[src/rtl/hrm_fifo.sv]
// Small first-in first-out queue with a combinational read port.
module hrm_fifo #(
  parameter int unsigned DEPTH = 2,
  parameter type         T     = logic
) (
  input  logic clk_i,
  input  logic rst_ni,
  input  logic wr_i,
  input  T     wdata_i,
  output logic ready_o,
  input  logic rd_i,
  output T     rdata_o,
  output logic empty_o
);

  localparam int unsigned PtrW = (DEPTH > 1) ? $clog2(DEPTH) : 1;
  localparam int unsigned CntW = $clog2(DEPTH + 1);

  T              mem_q [DEPTH];
  logic [PtrW-1:0] wptr_q, rptr_q;
  logic [CntW-1:0] cnt_q, cnt_d;
  logic            do_wr, do_rd;

  assign empty_o = (cnt_q == '0);
  assign ready_o = (cnt_q != CntW'(DEPTH)) || rd_i;
  assign do_wr   = wr_i && ready_o;
  assign do_rd   = rd_i && !empty_o;
  assign rdata_o = mem_q[rptr_q];

  always_comb begin
    cnt_d = cnt_q;
    if (do_wr && !do_rd) begin
      cnt_d = cnt_q + CntW'(1);
    end else if (do_rd && !do_wr) begin
      cnt_d = cnt_q - CntW'(1);
    end
  end

  always_ff @(posedge clk_i or negedge rst_ni) begin
    if (!rst_ni) begin
      wptr_q <= '0;
      rptr_q <= '0;
      cnt_q  <= '0;
    end else begin
      cnt_q <= cnt_d;
      if (do_wr) begin
        wptr_q <= (wptr_q == PtrW'(DEPTH - 1)) ? '0 : wptr_q + PtrW'(1);
      end
      if (do_rd) begin
        rptr_q <= (rptr_q == PtrW'(DEPTH - 1)) ? '0 : rptr_q + PtrW'(1);
      end
    end
  end

  always_ff @(posedge clk_i) begin
    if (do_wr) begin
      mem_q[wptr_q] <= wdata_i;
    end
  end

endmodule

[config.mk]
export PLATFORM = sky130hd
export DESIGN_NAME = hrm_fifo
export DESIGN_NICKNAME = d
export VERILOG_FILES = /design/src/rtl/hrm_fifo.sv
export SDC_FILE = /design/constraint.sdc
export NUM_CORES = 1
export LEC_CHECK = 0
export BUFFER_PORTS_ARGS = -buffer_cell sky130_fd_sc_hd__buf_4
export CAP_MARGIN = 20
export CORE_AREA = 2 2 39 41
export DETAILED_ROUTE_END_ITERATION = 10
export DIE_AREA = 0 0 41 43
export PLACE_DENSITY = 0.46
export RECOVER_POWER = 25
export SYNTH_ARGS = -nofsm -noshare
export SYNTH_HDL_FRONTEND = slang
export SYNTH_SLANG_ARGS = --single-unit
[constraint.sdc]
create_clock -name clk_i -period 4.43 [get_ports clk_i]
set_input_delay 0.6645 -clock clk_i [delete_from_list [all_inputs] [get_ports clk_i]]
set_output_delay 0.6645 -clock clk_i [all_outputs]
set_load 0.03 [all_outputs]
==> out/metrics.cfg <==
[logic_synthesis]
synthArstFlopShare=0.667
synth_common_cells=4 x dfrtp_1, 3 x nor2_1, 3 x xnor2_1, 2 x edfxtp_1, 2 x xor2_1
synth_edf_count=2
ys_ff_latch=6
syn_avg_cell_area_um2=13.2
yosys.cell_types.count=12
synth_top_area_share=0.362
synth_ff_type=dfrtp_1
yosysMostFrequentCell=dfrtp_1
syn_area_um2=277
synthCells=21
yosysWarnings=0
synth.net_count=27
synth_area_leader_cell=dfrtp_1
synth_area_leaders=dfrtp_1 36%, edfxtp_1 22%, xnor2_1 9.5%
yosysSeqAreaShare=0.579

[clock_network]
cts_buffer_depth=2
cts_max_level=1
cts_buffers=3
clkTransAtPathRegs_ns=0.05
cts_tree=yes
cts-root-buf=clkbuf_4
cts_resized=0
hold_buffers=0
clkSinkCount=6
post_cts_buffers=0
clock_latency_ns=0.24

[timing]
fin_worst_skew_ns=0.000826
fin_crit_sh=0.455
relSlewSlack=0.784
hold_slack_ns=0.246
max_freq_mhz=496
finalSetupViolCount=0
finalMaxSlewViolations=0
fin_crit_ns=2.02
fin_setup_tns_ns=0
setup_slack_ns=2.41
rsz0062_at_grt=no
hold_viol_final=0
worst_pin_slew_ns=0.321

[placed_design]
dp_slack_ns=2.41
gp_congestion=0.693
placedCellCount=44
io_buffers=7

[layout]
nets=39
fillCellCount=143
final_layout_size_suffix_gt1_frac=0.375
area_growth_pct=34.4
final_cell_count_no_fill=48
fin_util=0.269
n_antenna_cell=0
register_area_um2=160
multi_input_area_um2=113

[critical_path]
reg2reg_depth=7
path_buf_inv=2
path_delay_family=simple AND/OR/NAND/NOR gates
r2r-start=cnt_q[0]$_DFFE_PN0P_
crit_chain=buf_4 -> or3b_4 -> buf_4
path_class=input pin to primary output
start_kind=input pin
r2r_setup_slack_ns=2.72
cp_slowest_stage_delay_ns=0.39
cp_slowest_cell=or3b_4
cp.depth=3
crit_required_ns=3.77
worstPathMaxFanout=3
arrival_ns=1.35
r2r_end=cnt_q[1]$_DFFE_PN0P_
endpoint_kind=primary output
crit_top_cell=buf_4

[routing]
num_vias=185
wl_um=464
drcViolationCount=0
via_per_inst=3.85
wl_per_cell_um=9.67
drt_iter0_markers=9
final_antenna_net_count=0
firstDrtPassIters=4

[worst_hold_path]
hp-class=input pin to async pin

[grt]
grtUsageTotal=0.0587
grt_pass1_vias=187
grt_overflow_total=0
grt_start_max_net_pins=6
antenna_found_initial=0
grt_pass1_wl_um=627

[power_and_ir_drop]
vdd_ir_drop_max_v=0.000144
p_per_area_nw_per_um2=718
power_leakage_nw=0.165

[die]
initial_core_util=0.200
coreArea_um2=1380
io-pin-count=8
die_w_um=41
die-area_um2=1760
num_rows=14
die_h_um=43

[status]
status=complete, no violations

[flow_run]
maxCapViolCount=0

[metrics by stage]
step / power, mW / instance area (um2)
after floorplan: 0.183 / 277
after global placement: 0.211 / 349
after detailed placement: 0.217 / 349
after CTS: 0.272 / 375
after global routing: 0.282 / 372
final: 0.267 / 372
[layout make-up]
cell class / instances / area share
inverters: 1 / 0.0101
well taps: 16 / 0.0539
flip-flops and latches: 6 / 0.431
multi-input cells: 14 / 0.303
repair buffers: 7 / 0.131
clock buffers: 4 / 0.0707
[placed cells by master (no fill, tap or decap), drive strengths merged, types with 2 or more instances in the layout]
cell type,count
xnor2,3
dfrtp,4
xor2,2
nor2,3
edfxtp,2
buf,6
clkbuf,5
[where the power goes]
part | leakage, nW | switching [mW] | total, mW | internal, mW
Clock | 0.0150 | 0.0197 | 0.0538 | 0.0341
Combinational | 0.0848 | 0.0553 | 0.109 | 0.0540
Sequential | 0.0653 | 0.0213 | 0.104 | 0.0826
Total | 0.165 | 0.0963 | 0.267 | 0.171
[state kept, by name, indices dropped and copies added, names as in the netlist]
| name | cells |
|---|---|
| wptr_q | 1 |
| rptr_q | 1 |
| mem_q | 2 |
| cnt_q | 2 |
[kinds of logic after synthesis]
kind of cell | Yosys count | synth area share
and+or+nand+nor | 6 | 0.145
muxes | 1 | 0.0407
buffers and inverters | 1 | 0.0136
DFF | 6 | 0.579
AOI/OAI and AO/OA | 1 | 0.0181
xor gates and xnor gates | 5 | 0.158
adders and majority gates | 1 | 0.0452
[how the worst max path moves through the flow]
stage	startpoint	endpoint	slack (ns)
after floorplan	rd_i	cnt_q[1]$_DFFE_PN0P_	2.54
after global placement	rd_i	ready_o	2.41
after detailed placement	rd_i	ready_o	2.41
after CTS	rd_i	ready_o	2.41
after global routing	rd_i	ready_o	2.39
final	rd_i	ready_o	2.41
[routing by layer]
metal  routed length (um)  track usage  vias up
met5                    0            0        -
met4                    0       0.0800        0
met3                   30       0.0209        0
met2                  272       0.0906        7
met1                  161       0.0429       88
li1                     -            -       90
No activity file was read; power rests on OpenSTA's default activity.
