[src/rtl/hrm_pkg.sv]
// Shared types, constants and the square root step of the rate mixer.
package hrm_pkg;

  localparam int unsigned CfgIdxW    = 3;
  localparam int unsigned SqrtStages = 16;

  localparam logic [25:0]        SpeedMax   = 26'd65536000;
  localparam logic signed [53:0] SpeedSqMax = 54'sd65536000000;

  typedef enum logic [2:0] {
    REG_THRUST_SCALE = 3'd0,
    REG_ROLL_RATE    = 3'd1,
    REG_ROLL_CROSS   = 3'd2,
    REG_PITCH_RATE   = 3'd3,
    REG_PITCH_CROSS  = 3'd4,
    REG_YAW_RATE     = 3'd5,
    REG_YAW_CROSS    = 3'd6
  } reg_idx_e;

  typedef struct packed {
    logic signed [31:0] target_rate_x;
    logic signed [31:0] target_rate_y;
    logic signed [31:0] target_rate_z;
    logic signed [31:0] measured_rate_x;
    logic signed [31:0] measured_rate_y;
    logic signed [31:0] measured_rate_z;
    logic signed [31:0] accel_x;
    logic signed [31:0] accel_y;
    logic signed [31:0] accel_z;
  } cmd_t;

  typedef struct packed {
    logic [25:0] rotor_speed_1;
    logic [25:0] rotor_speed_2;
    logic [25:0] rotor_speed_3;
    logic [25:0] rotor_speed_4;
    logic [25:0] rotor_speed_5;
    logic [25:0] rotor_speed_6;
  } rotors_t;

  // Word handed from the front end to the datapath.
  typedef struct packed {
    logic signed [32:0] err_x;
    logic signed [32:0] err_y;
    logic signed [32:0] err_z;
    logic signed [31:0] mx;
    logic signed [31:0] my;
    logic signed [31:0] mz;
    logic signed [31:0] ax;
    logic signed [31:0] ay;
    logic signed [31:0] az;
  } work_t;

  typedef struct packed {
    logic [30:0]        thrust_scale;
    logic signed [31:0] roll_rate_gain;
    logic signed [31:0] roll_cross_gain;
    logic signed [31:0] pitch_rate_gain;
    logic signed [31:0] pitch_cross_gain;
    logic signed [31:0] yaw_rate_gain;
    logic signed [31:0] yaw_cross_gain;
  } gains_t;

  typedef struct packed {
    logic [34:0] rem;
    logic [31:0] root;
    logic [63:0] rest;
  } sq_state_t;

  // One digit of the restoring integer square root.
  function automatic sq_state_t isqrt_step(sq_state_t s);
    sq_state_t   r;
    logic [34:0] rem_n;
    logic [34:0] trial;
    rem_n = {s.rem[32:0], s.rest[63:62]};
    trial = {1'b0, s.root, 2'b01};
    if (rem_n >= trial) begin
      r.rem  = rem_n - trial;
      r.root = {s.root[30:0], 1'b1};
    end else begin
      r.rem  = rem_n;
      r.root = {s.root[30:0], 1'b0};
    end
    r.rest = {s.rest[61:0], 2'b00};
    return r;
  endfunction

endpackage

[src/rtl/hrm_front.sv]
// Front end: accepts command words and forms the rate errors.
module hrm_front (
  input  logic          clk_i,
  input  logic          rst_ni,
  input  logic          push,
  input  hrm_pkg::cmd_t cmd_i,
  output logic          full,
  output logic          valid_o,
  output hrm_pkg::work_t work_o,
  input  logic          ready_i
);

  logic           valid_q;
  hrm_pkg::work_t work_q, work_d;

  assign full    = valid_q && !ready_i;
  assign valid_o = valid_q;
  assign work_o  = work_q;

  always_comb begin
    work_d.err_x = 33'(cmd_i.target_rate_x) - 33'(cmd_i.measured_rate_x);
    work_d.err_y = 33'(cmd_i.target_rate_y) - 33'(cmd_i.measured_rate_y);
    work_d.err_z = 33'(cmd_i.target_rate_z) - 33'(cmd_i.measured_rate_z);
    work_d.mx    = cmd_i.measured_rate_x;
    work_d.my    = cmd_i.measured_rate_y;
    work_d.mz    = cmd_i.measured_rate_z;
    work_d.ax    = cmd_i.accel_x;
    work_d.ay    = cmd_i.accel_y;
    work_d.az    = cmd_i.accel_z;
  end

  always_ff @(posedge clk_i or negedge rst_ni) begin
    if (!rst_ni) begin
      valid_q <= 1'b0;
    end else if (!full) begin
      valid_q <= push;
    end
  end

  always_ff @(posedge clk_i) begin
    if (push && !full) begin
      work_q <= work_d;
    end
  end

endmodule

[config.mk]
export PLATFORM = sky130hd
export DESIGN_NAME = hrm_front
export DESIGN_NICKNAME = d
export VERILOG_FILES = /design/src/rtl/hrm_pkg.sv /design/src/rtl/hrm_front.sv
export SDC_FILE = /design/constraint.sdc
export NUM_CORES = 1
export LEC_CHECK = 0
export ABC_AREA = 1
export BUFFER_PORTS_ARGS = -buffer_cell sky130_fd_sc_hd__buf_2
export CAP_MARGIN = 40
export CORE_MARGIN = 8
export CORE_UTILIZATION = 30
export DETAILED_ROUTE_END_ITERATION = 10
export PLACE_DENSITY_LB_ADDON = 0.3
export SYNTH_ARGS = -nofsm -noshare
export SYNTH_HDL_FRONTEND = slang
export SYNTH_SLANG_ARGS = --single-unit
[constraint.sdc]
create_clock -name clk_i -period 17.2 [get_ports clk_i]
set_clock_uncertainty 0.2 [all_clocks]
set_input_delay 0.86 -clock clk_i [delete_from_list [all_inputs] [get_ports clk_i]]
set_output_delay 0.86 -clock clk_i [all_outputs]
set_load 0.01 [all_outputs]
==> reports/qor.yml, run 1 <==
status: "complete, no violations"
port_buffers: 584
synth_xor_area_share_pct: 2.39
worstPathArrival_ns: 3.59
synth_area_sq_mm: 0.0165
leakagePower_nw: 11.7
syn_avg_cell_area_sq_um: 8.37
synth-simple-area-share_pct: 23.8
cap_viol_max_count: 0
die_w_um: 251
drc: 0
clkLatencyLatePin_ns: 0.53
synth_top_family_by_area: "simple AND/OR/NAND/NOR gates"
yosysTopAreaCellShare_pct: 52.9
synth-compound-area-share_pct: 2.15
finalSetupViolations: 0
seq_area_frac_synth_pct: 53.1
netlist_instances: 1973
critPathSlowestCell: "buf_4"
antenna_found_initial: 9
synthTopCellsByArea: "edfxtp_1 53%, nand2_1 17%, inv_1 11%"
synth_cell_types: 22
cts_buffer_depth: 3
grt.total_usage_pct: 16.6
synth-seq-cells: 292
synth_area_leader_cell: "edfxtp_1"
most-common-layout-cells: "750 x nand2_1, 584 x buf_2, 479 x inv_1"
place_ws_ns: 13.08
cts_tree: "yes"
firstDrtPassIters: 5
first_global_vias: 14600
mostFrequentLayoutCell: "nand2_1"
synth.mux.area_fraction_pct: 0
fin_nets: 2990
final_hold_viol_count: 0
gp_congestion: 0.893
grt_pass1_wl_mm: 82.4
cts_hold_buf: 1
grt_overflow: 0
ant_nets: 0
vias_per_cell: 4.28
whs_ns: 0.293
power.density_mw_per_mm2: 92.4
critPathLaunchType: "input pin"
multi_input_area_sq_mm: 0.00594
path_max_fanout: 161
fin_crit_sh_pct: 21.1
wirelength_mm: 54.4
syn_nets: 2364
endpoint_kind: "flop"
initial_core_util_pct: 30.1
ys_warn_count: 0
die_h_um: 251
synthAdderAreaFrac_pct: 7.64
cts_setup_buffers: 0
avgRoutedWirePerCell_um: 16.3
drt_iter0_markers: 734
clk_pin_slew_worst_paths_ns: 0.06
coreArea_sq_mm: 0.0548
cts_resized: 0
areaGrowthSynthToFinish_pct: 30.1
cts_sinks: 292
drive_gt1_share_pct: 25.1
cts_root_buffer: "clkbuf_16"
fillers: 5629
crit_chain: "buf_2, inv_1, nand2_1, inv_1, nor2_4, buf_12, buf_4, buf_16, buf_4"
finalMaxSlewViolations: 0
worstSetupPathType: "in2reg"
num_rows: 86
rsz0062_at_grt: "no"
timing.setup.tns_ns: 0
ir_drop_v: 0.0000821
fmax_mhz: 275
setup_ws_ns: 13.56
crit_required_ns: 17.15
h-tree-depth: 2
slowest_delay_ns: 0.73
ios: 585
regArea_sq_mm: 0.00876
min_path_type: "in2reg"
cts_buffers: 36
vias: 14300
dp.final_hpwl_mm: 45.2
worstMarginPinSlew_ns: 1.04
slew_headroom_pct: 30.9
fin_crit_ns: 3.64
dieArea_sq_mm: 0.0628
grt_max_degree: 162
[registers in the layout, summed over array words and instances (netlist names)]
signal	flops
valid_o	1
work_o	291
[kinds of logic after synthesis]
kind of cell	after synthesis
flip-flops	292
adder cells (fa/ha/maj)	99
XOR/XNOR	45
AO/OA/AOI/OAI	67
buffers and inverters	480
AND/OR/NAND/NOR	990
[routing by layer]
metal | vias to the layer above | GRT usage, % | share of wire, %
met5 | - | 0 | 0.024
met4 | 2 | 5.49 | 2.7
met3 | 79 | 5.07 | 7.7
met2 | 439 | 29.1 | 49
met1 | 6413 | 19.2 | 41
li1 | 7322 | - | -
[power by group]
part	switching [mW]	total, mW	internal (mW)
clock	0.307	0.716	0.408
combinational	0.257	0.402	0.144
sequential	0.0132	0.868	0.854
total	0.578	1.98	1.41
[worst paths after layout]
check / depth (start not counted) / slack (ns) / endpoint / start
max reg2reg: 7 / 13.59 / work_o[47] / valid_o
max in group asynchronous: 2 / 16.26 / valid_o / rst_ni
min reg2reg: 2 / 0.30 / valid_o / valid_o
max: 9 / 13.56 / work_o[47] / ready_i
min: 1 / 0.29 / work_o[31] / cmd_i[31]
min in group asynchronous: 2 / 0.46 / valid_o / rst_ni
[worst max-delay path, delay by kind of cell]
family / cells / cell delay, ns
buf+inv: 7 / 2.18
simple gates: 2 / 0.16
[metrics by stage]
step	instance area, sq um	cells	power (mW)	utilization [%]
2_1_floorplan	16500	1973	1.14	-
3_3_place_gp	20300	3263	1.28	37.1
3_5_place_dp	20400	3264	1.29	37.2
4_1_cts	21500	3328	2.02	39.2
5_1_grt	21500	3332	2.09	39.2
6_report	21500	3332	1.98	39.2
[final cells by class]
class / count / area share (%)
well taps: 704 / 4.10
repair buffers: 589 / 13.9
inverters: 479 / 8.37
multi-input cells: 1201 / 27.7
diodes: 4 / 0.0466
clock buffers: 42 / 4.40
flip-flops and latches: 292 / 40.8
clock inverters: 21 / 0.658
[cell usage after synthesis]
cell type,n
a21o_1,3
a21oi_1,60
a21oi_2,1
and2_1,6
buf_4,1
dfrtp_1,1
edfxtp_1,291
fa_1,3
ha_1,96
inv_1,479
nand2_1,750
nand2_2,16
nand3_1,67
nand3_2,4
nand4_1,12
nor2_1,125
nor2_2,1
nor3_1,6
o21bai_1,3
or2_1,3
xnor2_1,6
xor2_1,39
Note: power is estimated with default switching activity, not from simulation.
==> run 2: changes to the inputs <==
Clock period 17.2 ns to 3.7 ns, I/O delays scaled along.
==> run 2 against run 1 <==
Effect of this change: worst hold slack worse by 0.28 ns; highest routed layer unchanged; largest power group unchanged; critical path depth increased by 5; first-iteration DRC count is 11% higher; global-route usage increased by 1.4 points; largest cell class unchanged.
==> reports/qor.yml, run 2 (synthesis results as in run 1) <==
status: "complete, no violations"
cap_viol_max_count: 0  # unchanged
wirelength_mm: 59.0  # +8.4%
largest_register_ffs: 291  # unchanged
grt.total_usage_pct: 18.0  # +1.4 points
drive_gt1_share_pct: 22.9  # -2.2 points
drt_iter0_markers: 818  # +11%
vias: 15600  # +9.4%
die_h_um: 251  # unchanged
cts_root_buffer: "clkbuf_16"
multi_input_area_sq_mm: 0.00594  # unchanged
slew_headroom_pct: 31.6  # +0.73 points
cts_tree: "yes"
path_max_fanout: 3  # -98%
cts_buffer_depth: 3  # unchanged
setup_ws_ns: 1.36  # -12.20 ns
whs_ns: 0.0175  # -0.275 ns
first_global_vias: 16000  # +9.5%
fin_nets: 3257  # +8.9%
fmax_mhz: 428
gp_congestion: 0.901  # +0.87%
min_path_type: "in2reg"
cts_buffers: 38  # +5.6%
die_w_um: 251  # unchanged
place_ws_ns: 1.38  # -11.70 ns
clkLatencyLatePin_ns: 0.54  # about the same
endpoint_kind: "flop"
crit_required_ns: 3.79  # -13.36 ns
regArea_sq_mm: 0.00876  # unchanged
ant_nets: 0  # unchanged
grt_max_degree: 154  # -4.9%
final_hold_viol_count: 0  # unchanged
finalSetupViolations: 0  # unchanged
timing.setup.tns_ns: 0  # unchanged
rsz0062_at_grt: "no"
fillers: 5276  # -6.3%
ios: 585  # unchanged
dp.final_hpwl_mm: 46.0  # +1.9%
most-common-layout-cells: "750 x nand2_1, 584 x buf_2, 478 x inv_1"
port_buffers: 584  # unchanged
antenna_found_initial: 12  # +3
mostFrequentLayoutCell: "nand2_1"
dieArea_sq_mm: 0.0628  # unchanged
critPathLaunchType: "input pin"
finalMaxSlewViolations: 0  # unchanged
coreArea_sq_mm: 0.0548  # unchanged
initial_core_util_pct: 30.1  # unchanged
firstDrtPassIters: 4  # -1
avgRoutedWirePerCell_um: 16.4  # +0.39%
worstSetupPathType: "in2reg"
worstMarginPinSlew_ns: 1.03  # -0.0109 ns
num_rows: 86  # unchanged
cts_sinks: 292  # unchanged
ir_drop_v: 0.000292  # +260%
fin_crit_sh_pct: 63.2
drc: 0  # unchanged
grt_overflow: 0  # unchanged
h-tree-depth: 2  # unchanged
leakagePower_nw: 12.9  # +10%
fin_crit_ns: 2.34
vias_per_cell: 4.33  # +1.3%
worstPathArrival_ns: 2.43  # -1.16 ns
power.density_mw_per_mm2: 408  # +340%
grt_pass1_wl_mm: 89.3  # +8.4%
clk_pin_slew_worst_paths_ns: 0.06  # about the same
areaGrowthSynthToFinish_pct: 47.1
cts_setup_buffers: 0  # unchanged
## run 2: cell count changes in the layout (fill, tap and decap cells not counted), sizes merged
cell / delta
buf: -2
bufinv: +3
clkbuf: +5
clkinv: -7
diode: +2
dlygate4sd3: +267
inv: -2
## run 2: final timing paths
path                                 start  cells after the start  slack (ns)          end
worst max-delay path            cmd_i[160]                     14        1.36  work_o[290]
worst min-delay path            cmd_i[227]                      3        0.02  work_o[228]
worst max register to register     valid_o                      4        1.57  work_o[152]
worst min register to register     valid_o                      4        0.85   work_o[41]
max in group asynchronous           rst_ni                      3        2.91      valid_o
min in group asynchronous           rst_ni                      3        0.28      valid_o
## run 2: critical path: stages
cell and delay [ns]:
dlygate4sd3_1 0.54, buf_2 0.13, ha_1 0.26, fa_1 0.42, inv_1 0.12, nand2_1 0.06
nand2_1 0.08, nand3_1 0.07, nand2_1 0.15, nand2_1 0.09, nand2_2 0.12, nand2_1 0.08
nand3_1 0.07, nand2_1 0.06
## run 2: per-stage QoR
| stage | cells | util [%] | power, mW | instance area, sq um |
|---|---|---|---|---|
| floorplan | 1973 | - | 5.23 | 16500 |
| global route | 3597 | 44.3 | 10.4 | 24300 |
| detailed placement | 3262 | 37.2 | 6.02 | 20300 |
| finish | 3598 | 44.3 | 9.91 | 24300 |
| CTS | 3592 | 44.3 | 10.1 | 24300 |
| global placement | 3262 | 37.2 | 5.99 | 20300 |
## run 2: what timing repair did
item,4_1_cts,5_1_grt
gates resized for setup,0,0
hold endpoints to repair,270,0
hold buffers,268,0
## run 2: area by class of cell
class | instances | area share (%)
clock buffer | 47 | 4.32
timing repair buffer | 854 | 23.2
multi-input combinational | 1201 | 24.5
clock inverter | 15 | 0.768
sequential | 292 | 36.1
tap | 704 | 3.63
antenna | 6 | 0.0618
inverter | 479 | 7.40
## run 2: power breakdown
group / switching [mW] / internal, mW / leakage (nW)
Clock: 1.46 / 2.28 / 0.596
Combinational: 1.28 / 0.855 / 9.51
Sequential: 0.0661 / 3.97 / 2.79
Total: 2.80 / 7.11 / 12.9
## run 2: layer usage
| layer | share of wire [%] | track usage [%] |
|---|---|---|
| met5 | 0.14 | 0 |
| met4 | 3.4 | 7.02 |
| met3 | 7.3 | 5.11 |
| met2 | 49 | 31.2 |
| met1 | 40 | 20.8 |
